## src/rtl/core/aadf_pkg.sv

```systemverilog
// shared types, control program and decimal helpers for the ascii decimal framer
`default_nettype none

package aadf_pkg;

	localparam int PROG_LEN = 9;
	localparam int STEP_W = 4;
	localparam logic [STEP_W-1:0] STEP_DONE = STEP_W'(PROG_LEN);
	localparam logic [STEP_W-1:0] STEP_END = STEP_W'(PROG_LEN - 1);

	localparam logic [2:0] OP_NONE  = 3'd0;
	localparam logic [2:0] OP_START = 3'd1;
	localparam logic [2:0] OP_SEP   = 3'd2;
	localparam logic [2:0] OP_DIGIT = 3'd3;
	localparam logic [2:0] OP_END   = 3'd4;

	localparam logic [2:0] COND_ALWAYS = 3'd0;
	localparam logic [2:0] COND_VALID  = 3'd1;
	localparam logic [2:0] COND_FIRST  = 3'd2;
	localparam logic [2:0] COND_ROOM   = 3'd3;
	localparam logic [2:0] COND_ENDING = 3'd4;

	localparam logic [1:0] REG_START = 2'd0;
	localparam logic [1:0] REG_SEP   = 2'd1;
	localparam logic [1:0] REG_END   = 2'd2;
	localparam logic [1:0] REG_MAX   = 2'd3;

	localparam logic [7:0] ASCII_ZERO = 8'h30;

	typedef struct packed {
		logic [2:0]        op;
		logic [2:0]        cond;
		logic [STEP_W-1:0] target;
		logic [2:0]        pow_sel;
	} ctrl_word_t;

	// control program: target is taken when the condition fails
	function automatic ctrl_word_t prog_word(input logic [STEP_W-1:0] step);
		ctrl_word_t w;
		w = '{op: OP_NONE, cond: COND_ALWAYS, target: STEP_DONE, pow_sel: 3'd0};
		case (step)
			4'd0: w = '{op: OP_NONE,  cond: COND_VALID,  target: STEP_DONE, pow_sel: 3'd0};
			4'd1: w = '{op: OP_START, cond: COND_FIRST,  target: 4'd2,      pow_sel: 3'd0};
			4'd2: w = '{op: OP_SEP,   cond: COND_ALWAYS, target: 4'd3,      pow_sel: 3'd0};
			4'd3: w = '{op: OP_DIGIT, cond: COND_ROOM,   target: STEP_END,  pow_sel: 3'd4};
			4'd4: w = '{op: OP_DIGIT, cond: COND_ROOM,   target: STEP_END,  pow_sel: 3'd3};
			4'd5: w = '{op: OP_DIGIT, cond: COND_ROOM,   target: STEP_END,  pow_sel: 3'd2};
			4'd6: w = '{op: OP_DIGIT, cond: COND_ROOM,   target: STEP_END,  pow_sel: 3'd1};
			4'd7: w = '{op: OP_DIGIT, cond: COND_ROOM,   target: STEP_END,  pow_sel: 3'd0};
			4'd8: w = '{op: OP_END,   cond: COND_ENDING, target: STEP_DONE, pow_sel: 3'd0};
			default: w = '{op: OP_NONE, cond: COND_ALWAYS, target: STEP_DONE, pow_sel: 3'd0};
		endcase
		return w;
	endfunction

	function automatic logic [16:0] pow_of(input logic [2:0] sel);
		logic [16:0] p;
		case (sel)
			3'd0: p = 17'd1;
			3'd1: p = 17'd10;
			3'd2: p = 17'd100;
			3'd3: p = 17'd1000;
			3'd4: p = 17'd10000;
			default: p = 17'd1;
		endcase
		return p;
	endfunction

	// digit at the selected weight, remainder below ten times that weight
	function automatic logic [3:0] digit_of(input logic [16:0] rem, input logic [2:0] sel);
		logic [16:0] p;
		logic [3:0]  d;
		p = pow_of(sel);
		d = 4'd0;
		for (int k = 1; k < 10; k++) begin
			if (rem >= 17'(k) * p) begin
				d = 4'(k);
			end
		end
		return d;
	endfunction

endpackage

`default_nettype wire

```

## src/rtl/core/adc_ascii_decimal_framer.sv

```systemverilog
// ascii decimal framer: one 16-bit sample in, a delimited decimal text frame out
`default_nettype none

// Each accepted sample runs a nine-step control program, one step per cycle
// while no byte step is held back: a count check, the start byte (first
// sample of a message only), the separator, five decimal digit steps from the
// ten-thousands down, and the end byte (last sample only). A sample keeps
// in_ready low until its program is through, so no new sample is taken before
// then; the digit limit can cut the digit steps short, and a full output
// register with out_ready low holds a byte step back. A sample with a channel
// count of zero or above MSG_CHAN_LIMIT ends its program at the count check
// and yields no byte. Leading zero digits are skipped, and digits stop once
// the message byte count reaches max_len minus 2. Bytes leave through an
// output register, one per transfer. Configuration registers are start_char,
// separator_char, end_char and max_len at indexes 0 to 3 and must be written
// only while the block is idle.
module adc_ascii_decimal_framer
	import aadf_pkg::*;
#(
	parameter int MSG_CHAN_LIMIT = 8
) (
	input  wire logic        clk,
	input  wire logic        arst_n,
	input  wire logic        in_valid,
	output logic             in_ready,
	input  wire logic [15:0] sample_value,
	input  wire logic [3:0]  msg_chans,
	output logic             out_valid,
	input  wire logic        out_ready,
	output logic [7:0]       out_byte,
	output logic             last_of_run,
	output logic             message_end,
	input  wire logic        cfg_valid,
	output logic             cfg_ready,
	input  wire logic [1:0]  cfg_index,
	input  wire logic [7:0]  cfg_data
);

	logic [7:0]        start_char_q, sep_char_q, end_char_q, max_len_q;
	logic              run_q;
	logic [STEP_W-1:0] step_q;
	logic [16:0]       rem_q;
	logic [3:0]        count_q;
	logic [3:0]        pos_q;
	logic [7:0]        bc_q;
	logic              seen_q;
	logic              out_valid_q;
	logic [7:0]        out_byte_q;
	logic              out_last_q, out_end_q;

	ctrl_word_t        cw;
	logic [7:0]        limit;
	logic              room, ending, count_ok, cond_ok, signif, emit, go;
	logic [3:0]        dig;
	logic [16:0]       pow;
	logic [7:0]        bc_next;
	logic [STEP_W-1:0] nxt;
	logic [7:0]        byte_d;
	logic              last_d;

	assign cw       = prog_word(step_q);
	assign limit    = (max_len_q >= 8'd2) ? (max_len_q - 8'd2) : 8'd0;
	assign room     = bc_q < limit;
	assign ending   = ({1'b0, pos_q} + 5'd1) >= {1'b0, count_q};
	assign count_ok = (count_q != 4'd0) && (count_q <= 4'(MSG_CHAN_LIMIT));
	assign pow      = pow_of(cw.pow_sel);
	assign dig      = digit_of(rem_q, cw.pow_sel);
	assign signif   = (dig != 4'd0) || seen_q || (cw.pow_sel == 3'd0);
	assign bc_next  = (bc_q == 8'd255) ? 8'd255 : bc_q + 8'd1;

	always_comb begin
		unique case (cw.cond)
			COND_ALWAYS: cond_ok = 1'b1;
			COND_VALID:  cond_ok = count_ok;
			COND_FIRST:  cond_ok = (pos_q == 4'd0);
			COND_ROOM:   cond_ok = room;
			COND_ENDING: cond_ok = ending;
			default:     cond_ok = 1'b0;
		endcase
	end

	always_comb begin
		byte_d = 8'd0;
		last_d = 1'b0;
		emit   = 1'b0;
		unique case (cw.op)
			OP_START: begin
				byte_d = start_char_q;
				emit   = cond_ok;
			end
			OP_SEP: begin
				byte_d = sep_char_q;
				last_d = !ending && (bc_next >= limit);
				emit   = 1'b1;
			end
			OP_DIGIT: begin
				byte_d = ASCII_ZERO + {4'd0, dig};
				last_d = !ending && ((cw.pow_sel == 3'd0) || (bc_next >= limit));
				emit   = cond_ok && signif;
			end
			OP_END: begin
				byte_d = end_char_q;
				last_d = 1'b1;
				emit   = cond_ok;
			end
			default: begin
				emit = 1'b0;
			end
		endcase
	end

	assign go  = run_q && (!emit || !out_valid_q || out_ready);
	assign nxt = cond_ok ? (step_q + STEP_W'(1)) : cw.target;

	assign in_ready  = !run_q;
	assign cfg_ready = 1'b1;

	always_ff @(posedge clk or negedge arst_n) begin
		if (!arst_n) begin
			start_char_q <= 8'd36;
			sep_char_q   <= 8'd35;
			end_char_q   <= 8'd63;
			max_len_q    <= 8'd64;
		end else if (cfg_valid) begin
			unique case (cfg_index)
				REG_START: start_char_q <= cfg_data;
				REG_SEP:   sep_char_q   <= cfg_data;
				REG_END:   end_char_q   <= cfg_data;
				REG_MAX:   max_len_q    <= cfg_data;
				default:   max_len_q    <= max_len_q;
			endcase
		end
	end

	// sequencer and message state
	always_ff @(posedge clk or negedge arst_n) begin
		if (!arst_n) begin
			run_q  <= 1'b0;
			step_q <= '0;
			pos_q  <= 4'd0;
			bc_q   <= 8'd0;
			seen_q <= 1'b0;
		end else if (in_valid && in_ready) begin
			run_q  <= 1'b1;
			step_q <= '0;
			seen_q <= 1'b0;
		end else if (go) begin
			step_q <= nxt;
			if (nxt == STEP_DONE) begin
				run_q <= 1'b0;
			end
			case (cw.op)
				OP_START: begin
					if (cond_ok) begin
						bc_q <= 8'd1;
					end
				end
				OP_SEP: bc_q <= bc_next;
				OP_DIGIT: begin
					if (emit) begin
						bc_q   <= bc_next;
						seen_q <= 1'b1;
					end
				end
				OP_END: begin
					if (ending) begin
						pos_q <= 4'd0;
						bc_q  <= 8'd0;
					end else begin
						pos_q <= pos_q + 4'd1;
					end
				end
				default: bc_q <= bc_q;
			endcase
		end
	end

	always_ff @(posedge clk) begin
		if (in_valid && in_ready) begin
			rem_q   <= {1'b0, sample_value};
			count_q <= msg_chans;
		end else if (go && (cw.op == OP_DIGIT)) begin
			rem_q <= rem_q - 17'(dig) * pow;
		end
	end

	// output register
	always_ff @(posedge clk or negedge arst_n) begin
		if (!arst_n) begin
			out_valid_q <= 1'b0;
		end else if (go && emit) begin
			out_valid_q <= 1'b1;
		end else if (out_ready) begin
			out_valid_q <= 1'b0;
		end
	end

	always_ff @(posedge clk) begin
		if (go && emit) begin
			out_byte_q <= byte_d;
			out_last_q <= last_d;
			out_end_q  <= (cw.op == OP_END);
		end
	end

	assign out_valid   = out_valid_q;
	assign out_byte    = out_byte_q;
	assign last_of_run = out_last_q;
	assign message_end = out_end_q;

	a_end_is_last: assert property (@(posedge clk) disable iff (!arst_n)
		out_valid_q && out_end_q |-> out_last_q)
		else $error("end byte not marked last of run");

	a_pos_range: assert property (@(posedge clk) disable iff (!arst_n)
		{1'b0, pos_q} < 5'(MSG_CHAN_LIMIT))
		else $error("channel position beyond message length");

	a_digit_range: assert property (@(posedge clk) disable iff (!arst_n)
		run_q && (cw.op == OP_DIGIT) |-> rem_q < 17'd10 * pow)
		else $error("remainder too large for digit step");

	a_idle_no_start: assert property (@(posedge clk) disable iff (!arst_n)
		run_q && go && (nxt == STEP_DONE) |=> !run_q)
		else $error("sequencer did not stop after last step");

endmodule

`default_nettype wire

```

## config.mk

```make
export PLATFORM = sky130hd
export DESIGN_NAME = adc_ascii_decimal_framer
export DESIGN_NICKNAME = d
export VERILOG_FILES = /design/src/rtl/core/aadf_pkg.sv /design/src/rtl/core/adc_ascii_decimal_framer.sv
export SDC_FILE = /design/constraint.sdc
export NUM_CORES = 1
export LEC_CHECK = 0
export BUFFER_PORTS_ARGS = -buffer_cell sky130_fd_sc_hd__buf_2
export CAP_MARGIN = 20
export CORE_UTILIZATION = 45
export DETAILED_ROUTE_END_ITERATION = 6
export HOLD_SLACK_MARGIN = 0.05
export SYNTH_ARGS = -nofsm -noshare
export SYNTH_HDL_FRONTEND = slang
export SYNTH_SLANG_ARGS = --single-unit
```

## constraint.sdc

```tcl
create_clock -name clk -period 12.65 [get_ports clk]
set_clock_uncertainty 0.1 [all_clocks]
set_input_delay 2.53 -clock clk [delete_from_list [all_inputs] [get_ports clk]]
set_output_delay 2.53 -clock clk [all_outputs]
set_load 0.05 [all_outputs]
```

; After elaboration in Yosys (flattened, before gate mapping)
; Memory sizes are Yosys's and may differ from the RTL's.
; Index checks and enable logic that the tools add are counted.
; Widths: inputs -> output; s select.
[classes]
magnitude_cmp = 14
multipliers = 6
n_eq_ne = 20
add_sub_neg = 7
bitwise = 1
n_mux = 35
reduce_logical = 39
[op_table]
columns = operator, count
row1 = $ge 17x17->1, 6
row2 = $pmux 8 s4, 2
row3 = $pmux 14 s4, 1
row4 = $mux 4, 12
row5 = $mux 8, 5
row6 = $mul 3x17->17 const A, 2
row7 = $mux 16, 2
row8 = $eq 3x2->1 const B, 6
row9 = $ge 17x14->1, 1
row10 = $ge 17x15->1, 1
row11 = $ge 17x16->1, 1
row12 = $mul 2x17->16 const A, 1
row13 = $mul 2x17->17 const A, 1
row14 = $mul 4x17->17, 1
row15 = $mul 4x17->17 const A, 1
row16 = $sub 17x17->17, 1
row17 = $reduce_bool 2->1, 6
row18 = $reduce_bool 4->1, 3
row19 = $mux 1, 10
row20 = $reduce_and 2->1, 5
row21 = $eq 3x1->1 const B, 3
row22 = $eq 3x3->1 const B, 3
row23 = $add 4x1->4 const B, 2
row24 = $add 8x1->8 const B, 1
row25 = 25 further kinds, 45
[totals]
reg_bits = 82
romBits = 192
input_bits = 35
n_memories = 1
word_cells = 139
[mem_list]
columns = memory, depth, width, read_ports, rd_clocked_by_memory_dff, wr, line
row1 = (name not given), 16, 12, 1, 0, 0, aadf_pkg.sv:41  ; case (step)

; Depth between registers and ports, before layout
; An unclocked memory read counts as a cell.
[depth]
word_depth = 25
mapped_depth = 49

; Worst setup path before layout
; OpenSTA, ideal clock, no wires.
[synth_path]
kind = reg-to-reg
from = reg step_q[1]
to = reg rem_q[16]
stages_incl_launch_ff = 46
required_time_ps = 12478
arrival_time_ps = 10324
slack_ps = 2155
setup_time_ps = 72
path_cell_list = dfrtp_1 -> ha_1 -> ha_1 -> nand3b_1 -> ha_1 -> nand2_1 -> nand2_1 -> inv_1 -> nor2_1 -> inv_1 -> fa_1 -> fa_1 -> a21oi_1 -> nor2_1 -> nor2_1 -> o21bai_1 -> a21oi_1 -> o21ai_0 -> [10 not listed] -> nor2_1 -> inv_1 -> fa_1 -> fa_1 -> inv_1 -> fa_1 -> inv_1 -> ha_1 -> nand3_1 -> o211ai_1 -> o31a_1 -> o31ai_1 -> a2111oi_0 -> o21a_1 -> o21a_1 -> or3_1 -> nand4_1 -> mux2i_1
[synth_between]
elab_chain_cells = 23
word_cells_on_any_way = 53
classes_between = add/sub: 1 / mul: 6 / order compare: 9 / eq/ne: 12 / mux: 12 / reduce/logical: 12 / memory: 1
[synth_lines]
columns = item, line
row1 = "start, declared", adc_ascii_decimal_framer.sv:41  ; logic [STEP_W-1:0] step_q;
row2 = "start signal, assigned", adc_ascii_decimal_framer.sv:148  ; step_q <= nxt;
row3 = $mem_v2 16x12 *, --
row4 = branches (longest 22 deep; another with $mul 2x17->17), --
row5 = "end signal, assigned", adc_ascii_decimal_framer.sv:180  ; rem_q <= {1'b0, sample_value};
row6 = "end signal, assigned", adc_ascii_decimal_framer.sv:183  ; rem_q <= rem_q - 17'(dig) * pow;
row7 = "end, declared", adc_ascii_decimal_framer.sv:42  ; logic [16:0] rem_q;
; Mark *: on every way between the ends.
; A chain may end at the register's enable or synchronous reset.

; Worst setup path after layout
[layout_path]
from = reg step_q[2]
to = reg rem_q[16]
; Same word-level chain as after synthesis.

==> metrics.csv <==
metric,value,unit
status,finished clean,
Clk network pwr share,0.092,
Worst-path clk slew,0.08,ns
CTS max path bufs,2,
Boundary Pins,48,
die width,152,um
Buf/Inv on CP,8,
Syn. warnings,0,
fin crit share,0.918,
GRT Util Overall,0.237,
Pint,0.00148,W
syn_area_per_cell,8.94,um2
CP dominant cell by count,nor2_1,
drt wl/cell,18.0,um
Vias/cell,5.66,
worst-skew pair later-pin latency,0.36,ns
Syn-to-layout area delta,8.86,%
Slew Limit Fails,0,
Rel. slew slack,0.502,
largest fanout on the critical path,14,
Worst Path Required,12.82,ns
largest family of logic cells by synthesized area,adder cells,
FILL cells,2094,
Fin Hold WS,0.412,ns
min Tclk post-route,11.61,ns
Hold Startpoint,start_char_q[4],
share of the yosys chip area belonging to registers,0.219,
combinational power share,0.705,
initial antenna violation count,0,
RSZ-0062 raised after global routing,false,
number of routed nets with antenna violations,0,
Worst Hold Class,reg2reg,
final core occ,0.502,
Synth Area in Adders,0.313,
highest-delay cell along the critical path,dfrtp_1,
fmax,86.1,MHz
reg2reg start,step_q[2],
Routed WL,26400,um
placed instance area,0.0107,mm2
hpwl dp,20700,um
placed cells,1455,
CP Capture Type,register,
Port Buffer Count,46,
Mapped Area,0.0101,mm2
# clock sinks,82,
worst reg2reg setup slack,1.04,ns
CTS tree,built,
fin cells,1471,
via count,8325,
Synth Instances,1132,
TritonCTS buffer count,9,
core area,0.0220,mm2
setup TNS,0,ns
GPL Wtd Cong,0.928,
Yosys reg bits,82,
number of max-cap violations,0,
layout cells sized above 1,0.123,
CP arrival,11.79,ns
Initial Utilization,0.461,
FF-to-FF path depth,50,
Post-synth EDFFs,30,
H-tree Lvls,3,
CP Class,reg2reg,
top_reg_cell synth,dfrtp_1,
total gr overflow,0,
Seq pwr share,0.203,
VDD IR max,0.205,mV
Unique masters post-synth,79,
Final Instance Area,0.0110,mm2
WHS Path Cells,1,
vias in the first global route,8345,
Root Buffer,clkbuf_16,
area of the die,0.0231,mm2
1st-iter DRT viols,535,
first-pass GRT wire length,43400,um
switching fraction of total power,0.513,
post-synthesis mux area share,0.0506,
fin nets,1450,
CP startpoint kind,register,
Post-CTS Setup Inserts,0,
CP top delay family,adder cells,
Lkg Pwr,5.29,nW
P_sw,0.00156,W
CP max stage delay,0.56,ns
Reg-to-Reg End,rem_q[16],
synthesized-area fraction occupied by xor and xnor cells,0.0372,
end of the worst hold path,start_char_q[4],
Row Count,54,
Hold Fails Final Rpt,0,
Synth Area in Simple Gates,0.159,
DRC viols,0,
First-pass DRT Iterations,7,
PD cells,277,mW/mm2
Compound-Gate Fraction of Synth Area,0.165,
final setup violation count,0,
Slew @ Worst Pin,0.744,ns
largest net degree at the start of global routing,52,
asr flop ratio synth,0.622,
antenna diode count,0,
Die Ht,152,um
cell usage after synthesis (all sizes together), types with 6 or more instances:
cell	number	area (um2)
nor4	7	50.1
a222oi	6	60.1
dfstp	12	315
or3	7	43.8
nor3	16	80.1
o21a	10	76.3
fa	40	801
and3	10	62.6
nor2b	11	68.8
nand2	83	312
and2	11	68.8
edfxtp	30	901
nand3	32	160
nand4	14	87.6
o211ai	6	45.0
o21ai	47	235
ha	189	2360
o21bai	8	60.1
a211oi	7	57.6
a21oi	96	480
nor2	93	357
o31ai	8	60.1
a31oi	6	37.5
nand2b	17	106
xor2	16	140
dfrtp	39	976
xnor2	27	236
inv	129	484
or2	9	56.3
mux2	41	462
a21o	19	143
clkbuf	13	48.8
cell usage in the layout (no fill, tap or decap), types with 10 or more instances in the layout:
cell type,n
a21o_1,19
edfxtp_1,30
nor2_1,92
and3_1,10
nor2b_1,11
dfstp_2,12
nor3_1,16
xor2_1,16
o21ai_0,46
nand3_1,32
inv_1,128
nand2_1,83
nand2b_1,17
dfrtp_1,39
a21oi_1,96
and2_1,11
mux2_2,41
nand4_1,14
ha_1,189
fa_1,40
buf_2,46
buf_4,10
xnor2_1,27
kinds of logic (layout without fill, tap and decap cells):
kind of cell	count (synthesis)	count (layout)
AOI/OAI and AO/OA	257	257
xor gates and xnor gates	43	43
adders and majority gates	229	229
buffers and inverters	147	201
DFF	82	82
muxes	46	46
other	2	7
and+or+nand+nor	326	326
metal layers:
layer	global-route usage	vias up	wire length, um
li1	-	4156	-
met1	0.327	3945	12900
met2	0.377	180	11700
met3	0.0345	44	1050
met4	0.0909	0	772
met5	0	-	0
area by class of cell:
class,count,area [um2],area share
Sequential cell,82,2210,0.201
Tap cell,280,350,0.0318
Multi-Input combinational cell,908,7350,0.668
Timing Repair Buffer,56,305,0.0277
Inverter,129,484,0.0440
Clock buffer,9,225,0.0204
Clock inverter,7,83.8,0.00761
worst register-to-register path, delay by kind of cell, from the launching register on:
family / cells / cell delay [ns]
adder cells (fa/ha/maj): 9 / 3.62
flip-flops: 1 / 0.56
AND/OR/NAND/NOR: 14 / 2.11
XOR/XNOR: 1 / 0.14
AO/OA/AOI/OAI: 17 / 3.50
buffers and inverters: 8 / 1.35
multiplexers: 1 / 0.18
how the worst max path moves through the flow:
stage,end,cells past startpoint,slack [ns],from
3_5_place_dp,rem_q[16],50,0.98,step_q[2]
2_1_floorplan,rem_q[16],45,2.15,step_q[1]
5_1_grt,rem_q[16],50,0.13,step_q[2]
6_report,rem_q[16],50,1.04,step_q[2]
3_3_place_gp,rem_q[16],50,1.17,step_q[2]
4_1_cts,rem_q[16],50,0.91,step_q[2]
sequential cells by signal, summed over array words and instances, names as in the netlist, 4 cells and up:
register,count
end_char_q,8
rem_q,17
start_char_q,8
sep_char_q,8
step_q,4
pos_q,4
out_byte,8
max_len_q,8
count_q,4
bc_q,8
power groups by stage:
stage | Clock, W | Combinational (W) | Sequential (W)
3_3_place_gp | 0 | 0.00211 | 0.000618
6_report | 0.000280 | 0.00215 | 0.000617
3_5_place_dp | 0 | 0.00213 | 0.000619
2_1_floorplan | 0 | 0.00160 | 0.000597
5_1_grt | 0.000297 | 0.00244 | 0.000632
4_1_cts | 0.000286 | 0.00214 | 0.000614
per-stage QoR:
stage,setup slack (ns),total power [W]
after floorplan,2.15,0.00219
after global placement,1.17,0.00272
after detailed placement,0.981,0.00275
after CTS,0.910,0.00304
after global routing,0.127,0.00337
final,1.04,0.00305
what timing repair did:
item / in CTS / in global routing
resized for setup: 0 / 1
setup endpoints to repair: 0 / 1
hold buffers: 0 / 0
Note: power is estimated with default switching activity, not from simulation.
